$ cat src/rtl/fprs_pkg.sv
// Shared types and constants for the finder pattern row scanner.
package fprs_pkg;

    localparam int CNT_W             = 11;
    localparam int OUT_W             = 11;
    localparam int PIX_W             = 8;
    localparam int TOL_W             = 6;
    localparam int CFG_IDX_W         = 2;
    localparam int CFG_DATA_W        = 8;
    localparam int PROD_W            = 20;
    localparam int NUM_BANDS         = 7;
    localparam int MAX_ROW_WIDTH_DEF = 2048;

    localparam logic [CNT_W-1:0] CNT_MAX = {CNT_W{1'b1}};

    localparam logic [PIX_W-1:0] WHITE_THRESHOLD_RST = 8'd100;
    localparam logic [TOL_W-1:0] HIGH_TOLERANCE_RST  = 6'd20;
    localparam logic [TOL_W-1:0] LOW_TOLERANCE_RST   = 6'd12;

    localparam logic [CFG_IDX_W-1:0] CFG_WHITE_THRESHOLD = 2'd0;
    localparam logic [CFG_IDX_W-1:0] CFG_HIGH_TOLERANCE  = 2'd1;
    localparam logic [CFG_IDX_W-1:0] CFG_LOW_TOLERANCE   = 2'd2;

    typedef enum logic [6:0] {
        ST_OUT = 7'b0000001,
        ST_B1  = 7'b0000010,
        ST_W2  = 7'b0000100,
        ST_B3  = 7'b0001000,
        ST_W4  = 7'b0010000,
        ST_B5  = 7'b0100000,
        ST_W6  = 7'b1000000
    } band_state_t;

    function automatic logic [CNT_W-1:0] sat_inc(input logic [CNT_W-1:0] v);
        return (v == CNT_MAX) ? v : v + 1'b1;
    endfunction

    // Count scaled by sixteen, in product width.
    function automatic logic [PROD_W-1:0] x16(input logic [CNT_W-1:0] v);
        return PROD_W'(v) << 4;
    endfunction

    function automatic logic [PROD_W-1:0] mul_tol(input logic [CNT_W-1:0] c,
                                                  input logic [TOL_W-1:0] t);
        return PROD_W'(c) * PROD_W'(t);
    endfunction

endpackage

$ cat src/rtl/finder_pattern_row_scanner.sv
// Finder pattern row scanner: thresholds pixels and detects 1:1:3:1:1 band runs per row.
// A closing pixel is staged in the input register; its result loads the output register.
// Throughput: one pixel per cycle; the input register feeds the band logic, whose result
// lands in an output register, so a stall occurs only while a result waits unread.
// Reset: band state, band counts and column counter clear; thresholds return to 100/20/12.
// A row-start pixel clears band state, counts and column before it is processed.
module finder_pattern_row_scanner
    import fprs_pkg::*;
#(
    parameter int MAX_ROW_WIDTH = MAX_ROW_WIDTH_DEF
) (
    input  logic                  clk,
    input  logic                  rst_n,
    input  logic                  cfg_valid,
    output logic                  cfg_ready,
    input  logic [CFG_IDX_W-1:0]  cfg_index,
    input  logic [CFG_DATA_W-1:0] cfg_data,
    input  logic                  in_valid,
    output logic                  in_ready,
    input  logic [PIX_W-1:0]      grey_level,
    input  logic                  row_start,
    output logic                  out_valid,
    input  logic                  out_ready,
    output logic [OUT_W-1:0]      center_column,
    output logic [OUT_W-1:0]      center_width,
    output logic [OUT_W-1:0]      unit_width
);

    localparam int COL_W  = $clog2(MAX_ROW_WIDTH);
    localparam int DIFF_W = ((COL_W > CNT_W + 2) ? COL_W : CNT_W + 2) + 1;
    localparam logic [COL_W-1:0] COL_LAST = COL_W'(MAX_ROW_WIDTH - 1);

    // configuration
    logic [PIX_W-1:0] white_threshold_reg;
    logic [TOL_W-1:0] high_tolerance_reg;
    logic [TOL_W-1:0] low_tolerance_reg;

    // input register
    logic             stg_valid_reg;
    logic [PIX_W-1:0] stg_grey_reg;
    logic             stg_row_start_reg;

    // scan state
    band_state_t      state_reg, state_next;
    logic [CNT_W-1:0] cnt_reg  [NUM_BANDS];
    logic [CNT_W-1:0] cnt_next [NUM_BANDS];
    logic [COL_W-1:0] col_reg, col_next;

    // result register
    logic             out_valid_reg;
    logic [OUT_W-1:0] center_column_reg, center_column_next;
    logic [OUT_W-1:0] center_width_reg;
    logic [OUT_W-1:0] unit_width_reg;

    logic             advance;
    logic             in_xfer;
    logic             found;
    band_state_t      st;
    logic [CNT_W-1:0] c [NUM_BANDS];
    logic [COL_W-1:0] x;
    logic             white;
    logic [CNT_W-1:0] n_inc;
    logic [PROD_W-1:0] m0h, m1h, m1l, m2h, m1h3, m1l3;
    logic [DIFF_W-1:0] col_sum, col_diff;

    assign cfg_ready = 1'b1;
    assign advance   = stg_valid_reg && (!out_valid_reg || out_ready);
    assign in_ready  = !stg_valid_reg || advance;
    assign in_xfer   = in_valid && in_ready;

    always_ff @(posedge clk or negedge rst_n) begin
        if (!rst_n) begin
            white_threshold_reg <= WHITE_THRESHOLD_RST;
            high_tolerance_reg  <= HIGH_TOLERANCE_RST;
            low_tolerance_reg   <= LOW_TOLERANCE_RST;
        end else if (cfg_valid) begin
            unique case (cfg_index)
                CFG_WHITE_THRESHOLD: white_threshold_reg <= cfg_data;
                CFG_HIGH_TOLERANCE:  high_tolerance_reg  <= cfg_data[TOL_W-1:0];
                CFG_LOW_TOLERANCE:   low_tolerance_reg   <= cfg_data[TOL_W-1:0];
                default: ;
            endcase
        end
    end

    always_ff @(posedge clk or negedge rst_n) begin
        if (!rst_n) begin
            stg_valid_reg <= 1'b0;
        end else begin
            stg_valid_reg <= in_xfer || (stg_valid_reg && !advance);
        end
    end

    always_ff @(posedge clk) begin
        if (in_xfer) begin
            stg_grey_reg      <= grey_level;
            stg_row_start_reg <= row_start;
        end
    end

    // row start clears the view of state before the pixel is processed
    always_comb begin
        st = stg_row_start_reg ? ST_OUT : state_reg;
        x  = stg_row_start_reg ? '0 : col_reg;
        for (int i = 0; i < NUM_BANDS; i++) begin
            c[i] = stg_row_start_reg ? '0 : cnt_reg[i];
        end
        white = stg_grey_reg > white_threshold_reg;
        m0h   = mul_tol(c[0], high_tolerance_reg);
        m1h   = mul_tol(c[1], high_tolerance_reg);
        m1l   = mul_tol(c[1], low_tolerance_reg);
        m2h   = mul_tol(c[2], high_tolerance_reg);
        m1h3  = (m1h << 1) + m1h;
        m1l3  = (m1l << 1) + m1l;
    end

    always_comb begin
        state_next = st;
        for (int i = 0; i < NUM_BANDS; i++) begin
            cnt_next[i] = c[i];
        end
        found = 1'b0;
        n_inc = '0;
        unique case (st)
            ST_B1: begin
                if (!white) begin
                    n_inc       = sat_inc(c[1]);
                    cnt_next[1] = n_inc;
                    if (x16(n_inc) > m0h + PROD_W'(16)) begin
                        state_next  = ST_OUT;
                        cnt_next[0] = '0;
                    end
                end else begin
                    state_next  = ST_W2;
                    cnt_next[2] = CNT_W'(1);
                end
            end
            ST_W2: begin
                if (white) begin
                    n_inc       = sat_inc(c[2]);
                    cnt_next[2] = n_inc;
                    if (m1h + PROD_W'(16) < x16(n_inc)) begin
                        state_next  = ST_OUT;
                        cnt_next[0] = n_inc;
                    end
                end else if (m1l < x16(c[2]) + PROD_W'(16)) begin
                    state_next  = ST_B3;
                    cnt_next[3] = CNT_W'(1);
                end else begin
                    state_next  = ST_OUT;
                    cnt_next[0] = c[2];
                end
            end
            ST_B3: begin
                if (!white) begin
                    n_inc       = sat_inc(c[3]);
                    cnt_next[3] = n_inc;
                    if (m1h3 + PROD_W'(48) < x16(n_inc)) begin
                        state_next  = ST_OUT;
                        cnt_next[0] = '0;
                    end
                end else if (m1l3 < x16(c[3]) + PROD_W'(48)) begin
                    state_next  = ST_W4;
                    cnt_next[4] = CNT_W'(1);
                end else if (m2h + PROD_W'(16) > x16(c[3])) begin
                    // slide the window: old middle white becomes the leading white
                    state_next  = ST_W2;
                    cnt_next[0] = c[2];
                    cnt_next[1] = c[3];
                    cnt_next[2] = CNT_W'(1);
                end else begin
                    state_next  = ST_OUT;
                    cnt_next[0] = '0;
                end
            end
            ST_W4: begin
                if (white) begin
                    n_inc       = sat_inc(c[4]);
                    cnt_next[4] = n_inc;
                    if (x16(n_inc) > m1h + PROD_W'(16)) begin
                        state_next  = ST_OUT;
                        cnt_next[0] = n_inc;
                    end
                end else if (m1l < x16(c[4]) + PROD_W'(16)) begin
                    state_next  = ST_B5;
                    cnt_next[5] = CNT_W'(1);
                end else begin
                    state_next  = ST_OUT;
                    cnt_next[0] = c[4];
                end
            end
            ST_B5: begin
                if (!white) begin
                    n_inc       = sat_inc(c[5]);
                    cnt_next[5] = n_inc;
                    if (x16(n_inc) > m1h + PROD_W'(16)) begin
                        state_next  = ST_OUT;
                        cnt_next[0] = '0;
                    end
                end else if (m1l < x16(c[5]) + PROD_W'(16)) begin
                    state_next  = ST_W6;
                    cnt_next[6] = CNT_W'(1);
                end else begin
                    state_next  = ST_OUT;
                    cnt_next[0] = '0;
                end
            end
            ST_W6: begin
                if (white) begin
                    n_inc       = sat_inc(c[6]);
                    cnt_next[6] = n_inc;
                    if (x16(n_inc) + PROD_W'(16) > m1l) begin
                        state_next  = ST_OUT;
                        cnt_next[0] = n_inc;
                        found       = 1'b1;
                    end
                end else begin
                    state_next  = ST_OUT;
                    cnt_next[0] = c[6];
                end
            end
            default: begin
                // outside white, and any unused code
                state_next = ST_OUT;
                if (white) begin
                    n_inc       = sat_inc(c[0]);
                    cnt_next[0] = n_inc;
                end else if (c[0] != '0) begin
                    state_next  = ST_B1;
                    cnt_next[1] = CNT_W'(1);
                end
            end
        endcase
    end

    // center = column - c6 (counting this pixel) - c5 - c4 - c3/2, clamped at zero
    always_comb begin
        col_sum  = DIFF_W'(cnt_next[6]) + DIFF_W'(c[5]) + DIFF_W'(c[4])
                 + DIFF_W'(c[3] >> 1);
        col_diff = DIFF_W'(x) - col_sum;
        center_column_next = col_diff[DIFF_W-1] ? '0 : col_diff[OUT_W-1:0];
        col_next = (x != COL_LAST) ? x + 1'b1 : x;
    end

    always_ff @(posedge clk or negedge rst_n) begin
        if (!rst_n) begin
            state_reg <= ST_OUT;
            col_reg   <= '0;
            for (int i = 0; i < NUM_BANDS; i++) begin
                cnt_reg[i] <= '0;
            end
        end else if (advance) begin
            state_reg <= state_next;
            col_reg   <= col_next;
            for (int i = 0; i < NUM_BANDS; i++) begin
                cnt_reg[i] <= cnt_next[i];
            end
        end
    end

    always_ff @(posedge clk or negedge rst_n) begin
        if (!rst_n) begin
            out_valid_reg <= 1'b0;
        end else if (advance && found) begin
            out_valid_reg <= 1'b1;
        end else if (out_ready) begin
            out_valid_reg <= 1'b0;
        end
    end

    always_ff @(posedge clk) begin
        if (advance && found) begin
            center_column_reg <= center_column_next;
            center_width_reg  <= c[3];
            unit_width_reg    <= c[1];
        end
    end

    assign out_valid     = out_valid_reg;
    assign center_column = center_column_reg;
    assign center_width  = center_width_reg;
    assign unit_width    = unit_width_reg;

endmodule

$ cat config.mk
export PLATFORM = sky130hd
export DESIGN_NAME = finder_pattern_row_scanner
export DESIGN_NICKNAME = d
export VERILOG_FILES = /design/src/rtl/fprs_pkg.sv /design/src/rtl/finder_pattern_row_scanner.sv
export SDC_FILE = /design/constraint.sdc
export NUM_CORES = 1
export LEC_CHECK = 0
export BUFFER_PORTS_ARGS = -buffer_cell sky130_fd_sc_hd__buf_2
export CAP_MARGIN = 20
export CORE_MARGIN = 3
export CORE_UTILIZATION = 40
export CTS_BUF_LIST = sky130_fd_sc_hd__clkbuf_4 sky130_fd_sc_hd__clkbuf_8
export DETAILED_ROUTE_END_ITERATION = 10
export PLACE_DENSITY = 0.63
export SETUP_SLACK_MARGIN = 0.3
export SLEW_MARGIN = 10
export SYNTH_ARGS = -nofsm -noshare
export SYNTH_HDL_FRONTEND = slang
export SYNTH_SLANG_ARGS = --single-unit
$ cat constraint.sdc
create_clock -name clk -period 13.6 [get_ports clk]
set_input_delay 2.72 -clock clk [delete_from_list [all_inputs] [get_ports clk]]
set_output_delay 2.72 -clock clk [all_outputs]
set_load 0.05 [all_outputs]
# Word level (Yosys, flattened, before mapping)
# Index checks and enable logic that the tools add are counted.
[op_classes]
add_sub_neg = 23
mul = 4
n_lt_le_gt_ge = 12
n_eq_ne = 16
muxes = 85
reduce_logical = 17
[ops]
columns = ["cell", "count"]
rows = [
  ["11-bit two-way mux", 48],
  ["7-bit two-way mux", 14],
  ["11-bit by 1-bit adder with 11-bit output, second input constant", 8],
  ["11-bit case mux with 2 select lines", 4],
  ["11-bit == test, second input constant", 7],
  ["11-bit by 6-bit multiplier with 17-bit output", 4],
  ["22-bit two-way mux", 3],
  ["11-bit case mux with 3 select lines", 2],
  ["11-bit case mux with 6 select lines", 1],
  ["15-bit by 5-bit adder with 16-bit output, second input constant", 4],
  ["17-bit by 5-bit adder with 18-bit output, second input constant", 3],
  ["17-bit by 16-bit less-than comparator with 1-bit output", 3],
  ["7-bit case mux with 6 select lines", 1],
  ["20-bit by 15-bit less-than comparator with 1-bit output", 2],
  ["18-bit by 17-bit adder with 19-bit output", 2],
  ["15-bit by 18-bit greater-than comparator with 1-bit output", 2],
  ["33-bit two-way mux", 1],
  ["19-bit by 6-bit adder with 20-bit output, second input constant", 1],
  ["15-bit by 20-bit greater-than comparator with 1-bit output", 1],
  ["19-bit by 16-bit less-than comparator with 1-bit output", 1],
  ["18-bit by 15-bit greater-than comparator with 1-bit output", 1],
  ["16-bit by 17-bit greater-than comparator with 1-bit output", 1],
  ["15-bit by 6-bit adder with 16-bit output, second input constant", 1],
  ["13-bit by 10-bit adder with 14-bit output", 1],
  ["27 further kinds", 41],
]
[word_totals]
regBits = 159
in_bits = 24
out_inout_bits = 36
elab_cells = 176

# Longest topological paths before layout
[depth]
depth_word = 10
mapped_depth = 47
ltp_nobuf = 40

# Worst setup path before layout
# OpenSTA, ideal clock, no wires.
[synth_timing]
path_type = "register to register"
start = "register stg_row_start_reg"
end = "register center_column_reg[3], in the netlist center_column[3] (data pin)"
setup_time_ns = 0.268
t_arrival_ns = 9.835
t_required_ns = 13.332
path_slack_ns = 3.497
path_stages_with_launch = 45
path_buffers = 8
period_less_slack_ns = 10.103
cell_sequence = "edfxtp_1 buf_2 clkbuf_1 buf_1 clkbuf_1 clkbuf_1 nor2b_1 clkbuf_1 and2_1 fa_1 fa_1 inv_1 fa_1 inv_1 ha_1 a21oi_1 o211ai_2 and4bb_1 [9 not listed] nor3_1 a21oi_1 fa_1 fa_1 inv_1 ha_1 and3b_1 o21a_1 o21a_1 o21ai_0 a21boi_0 o21ai_0 nand2b_1 a21o_1 a31o_2 a41oi_1 clkbuf_1 nor3_1"
[synth_lines]
columns = ["item", "line_no", "rtl"]
rows = [
  ["start: declaration", "finder_pattern_row_scanner.sv:41", "logic stg_row_start_reg;"],
  ["start signal: assignment", "finder_pattern_row_scanner.sv:97", "stg_row_start_reg <= row_start;"],
  ["end signal: assignment", "finder_pattern_row_scanner.sv:273", "center_column_reg <= center_column_next;"],
  ["end: declaration", "finder_pattern_row_scanner.sv:51", "logic [OUT_W-1:0] center_column_reg, center_column_next;"],
]

==> results.json <==
{
  "status": "completed",
  "vias_per_cell": 5.84,
  "holdBufCountCts": 0,
  "core_mm2": 0.0634,
  "power_mw": 2.42,
  "fin_crit_ns": 10.93,
  "critPathKind": "register to register",
  "fmax_mhz": 91.5,
  "synth_mux_area_share_pct": 2.19,
  "ant_nets": 0,
  "placed_cell_area_mm2": 0.0270,
  "grt_pass1_vias": 22100,
  "dr.first_iter.drc_count": 2690,
  "layout_common_cells": "nand2_1, ha_1, inv_1, a21oi_1, nor2_1",
  "drtPass1Iterations": 7,
  "ir_worst_vdd_mv": 0.0891,
  "synth_flop_cell": "dfrtp_1",
  "grt_max_degree": 69,
  "synthSimpleGateAreaFrac_pct": 21.5,
  "path_max_fanout": 14,
  "async_flop_share_pct": 73.6,
  "relSlewSlack_pct": 24.5,
  "clock_skew_ns": 0.0231,
  "yosys.cell_types.count": 101,
  "fin_nets": 3688,
  "maxCapViolCount": 0,
  "fin_crit_sh_pct": 80.4,
  "worst_slew_pin_slew_ns": 1.13,
  "grt_pass1_wl_um": 135000,
  "rows": 92,
  "ys_warn_count": 0,
  "post_layout_nonfiller_instances": 4016,
  "cts_resized": 0,
  "wl_per_cell_um": 21.9,
  "clock_sinks": 159,
  "hold_violations": 0,
  "ios": 60,
  "synth_top_family_by_area": "adder cells",
  "die_area_mm2": 0.0676,
  "cp.arrival_ns": 11.23,
  "crit_required_ns": 13.90,
  "hold_ws_ns": 0.504,
  "final_common_cell": "nand2_1",
  "gr-total-overflow": 0,
  "clock_path_buffers": 2,
  "hold_path_class": "register to register",
  "final-setup-viol-count": 0,
  "initial_core_util_pct": 40.7,
  "syn_area_per_cell_um2": 8.13,
  "rsz0062_at_grt": "no",
  "tns_ns": 0,
  "syn_area_mm2": 0.0258,
  "grt_antenna_before_repair": 2,
  "p_per_area_mw_per_mm2": 88.5,
  "largest_register_ffs": 77,
  "post_cts_buffers": 0,
  "synth-compound-area-share_pct": 17.9,
  "cts.clk_slew.worst_paths_ns": 0.10,
  "track_usage_pct": 26.0,
  "netlist_instances": 3172,
  "place_congestion": 0.996,
  "ys_seq_area_share_pct": 16.3,
  "htreeDepth": 4,
  "fp.dieH_um": 260,
  "place_hpwl_um": 69500,
  "clockRootBuffer": "clkbuf_8",
  "crit_path_max_incr_delay_ns": 0.77,
  "vias": 23400,
  "cpMaxStageDelayCell": "a41oi_1",
  "synth_seq_cells": 159,
  "die_x_um": 260,
  "yosys.area_share.adder_pct": 30.0,
  "critPathCaptureType": "register",
  "drc": 0,
  "synth_edf_count": 42,
  "drive_gt1_share_pct": 7.20,
  "finalWirelength_um": 87900,
  "final_area_mm2": 0.0274,
  "cts_buffers": 17,
  "tritoncts": "built",
  "clkLatencyLatePin_ns": 0.58,
  "dp.cells": 3977,
  "start_kind": "register",
  "syn_to_final_growth_pct": 6.05,
  "place.port_buffers": 58,
  "total_leakage_power_nw": 13.1,
  "slew_viol_final": 0,
  "synth_xor_area_share_pct": 5.02,
  "synth_nets": 3705
}
layout make-up:
class                           instances  area (µm²)
Fill cell                            6434       36100
Tap cell                              846        1060
Antenna cell                            2        5.00
Timing Repair Buffer                  112         699
Clock buffer                           18         241
Clock inverter                         14         109
Sequential cell                       159        4200
Multi-Input combinational cell       2537       19800
Inverter                              328        1230
report_power, final:
part | leakage, nW | internal (mW) | switching (mW) | total, mW
clock network | 0.168 | 0.130 | 0.230 | 0.361
registers | 1.92 | 0.536 | 0.0718 | 0.608
logic | 11.0 | 0.529 | 0.924 | 1.45
cell usage after synthesis (all sizes together) (28+ instances only):
cell type  number  area [µm²]
a21o           60         450
a21oi         200        1020
and2          123         769
and3           30         188
buf            29         140
clkbuf        119         447
dfrtp         109        2730
edfxtp         42        1260
fa            182        3640
ha            327        4090
inv           327        1230
nand2         428        1610
nand3          71         355
nand4          39         250
nor2          189         709
nor2b          72         450
nor3           67         345
o211ai         28         220
o21ai         162         815
xnor2         106         943
xor2           40         350
cells by family (layout without fill, tap and decap cells):
| logic type | after synthesis | count (layout) |
|---|---|---|
| and+or+nand+nor | 1131 | 1131 |
| AOI/OAI and AO/OA | 696 | 696 |
| adders and majority gates | 510 | 510 |
| buffers and inverters | 476 | 472 |
| DFF | 159 | 159 |
| xor gates and xnor gates | 146 | 146 |
| muxes | 53 | 53 |
| other | 1 | 3 |
worst max-delay path: cells and delay by family, from the launching register on:
family	cells	cell delay, ns
AOI/OAI and AO/OA	14	3.89
buffers and inverters	6	0.79
adders and majority gates	8	3.40
and+or+nand+nor	9	1.97
DFF	1	0.61
metal layers:
| metal | global-route usage, % | up-vias | share of wire (%) |
|---|---|---|---|
| li1 | - | 10900 | - |
| met5 | 0 | - | 0.015 |
| met4 | 9.58 | 2 | 4.0 |
| met3 | 5.51 | 176 | 9.1 |
| met2 | 39.4 | 1027 | 44 |
| met1 | 36.3 | 11300 | 43 |
worst paths after layout:
| path | from | end | slack, ns | cells past startpoint |
|---|---|---|---|---|
| min in group asynchronous | rst_n | cnt_reg[41] | 2.10 | 1 |
| hold reg to reg | cnt_reg[40] | cnt_reg[40] | 0.50 | 1 |
| setup / recovery | stg_row_start_reg | center_column[8] | 2.67 | 37 |
| hold / removal | cnt_reg[40] | cnt_reg[40] | 0.50 | 1 |
| setup reg to reg | stg_row_start_reg | center_column[8] | 2.67 | 37 |
| max in group asynchronous | rst_n | white_threshold_reg[3] | 10.12 | 2 |
stage by stage:
step           util [%]  setup WS (ns)
2_1_floorplan         -           3.50
6_report           43.1           2.67
4_1_cts            43.1           2.58
5_1_grt            43.1           1.99
3_3_place_gp       42.5           2.86
3_5_place_dp       42.5           2.60
No activity file was read; power rests on OpenSTA's default activity.
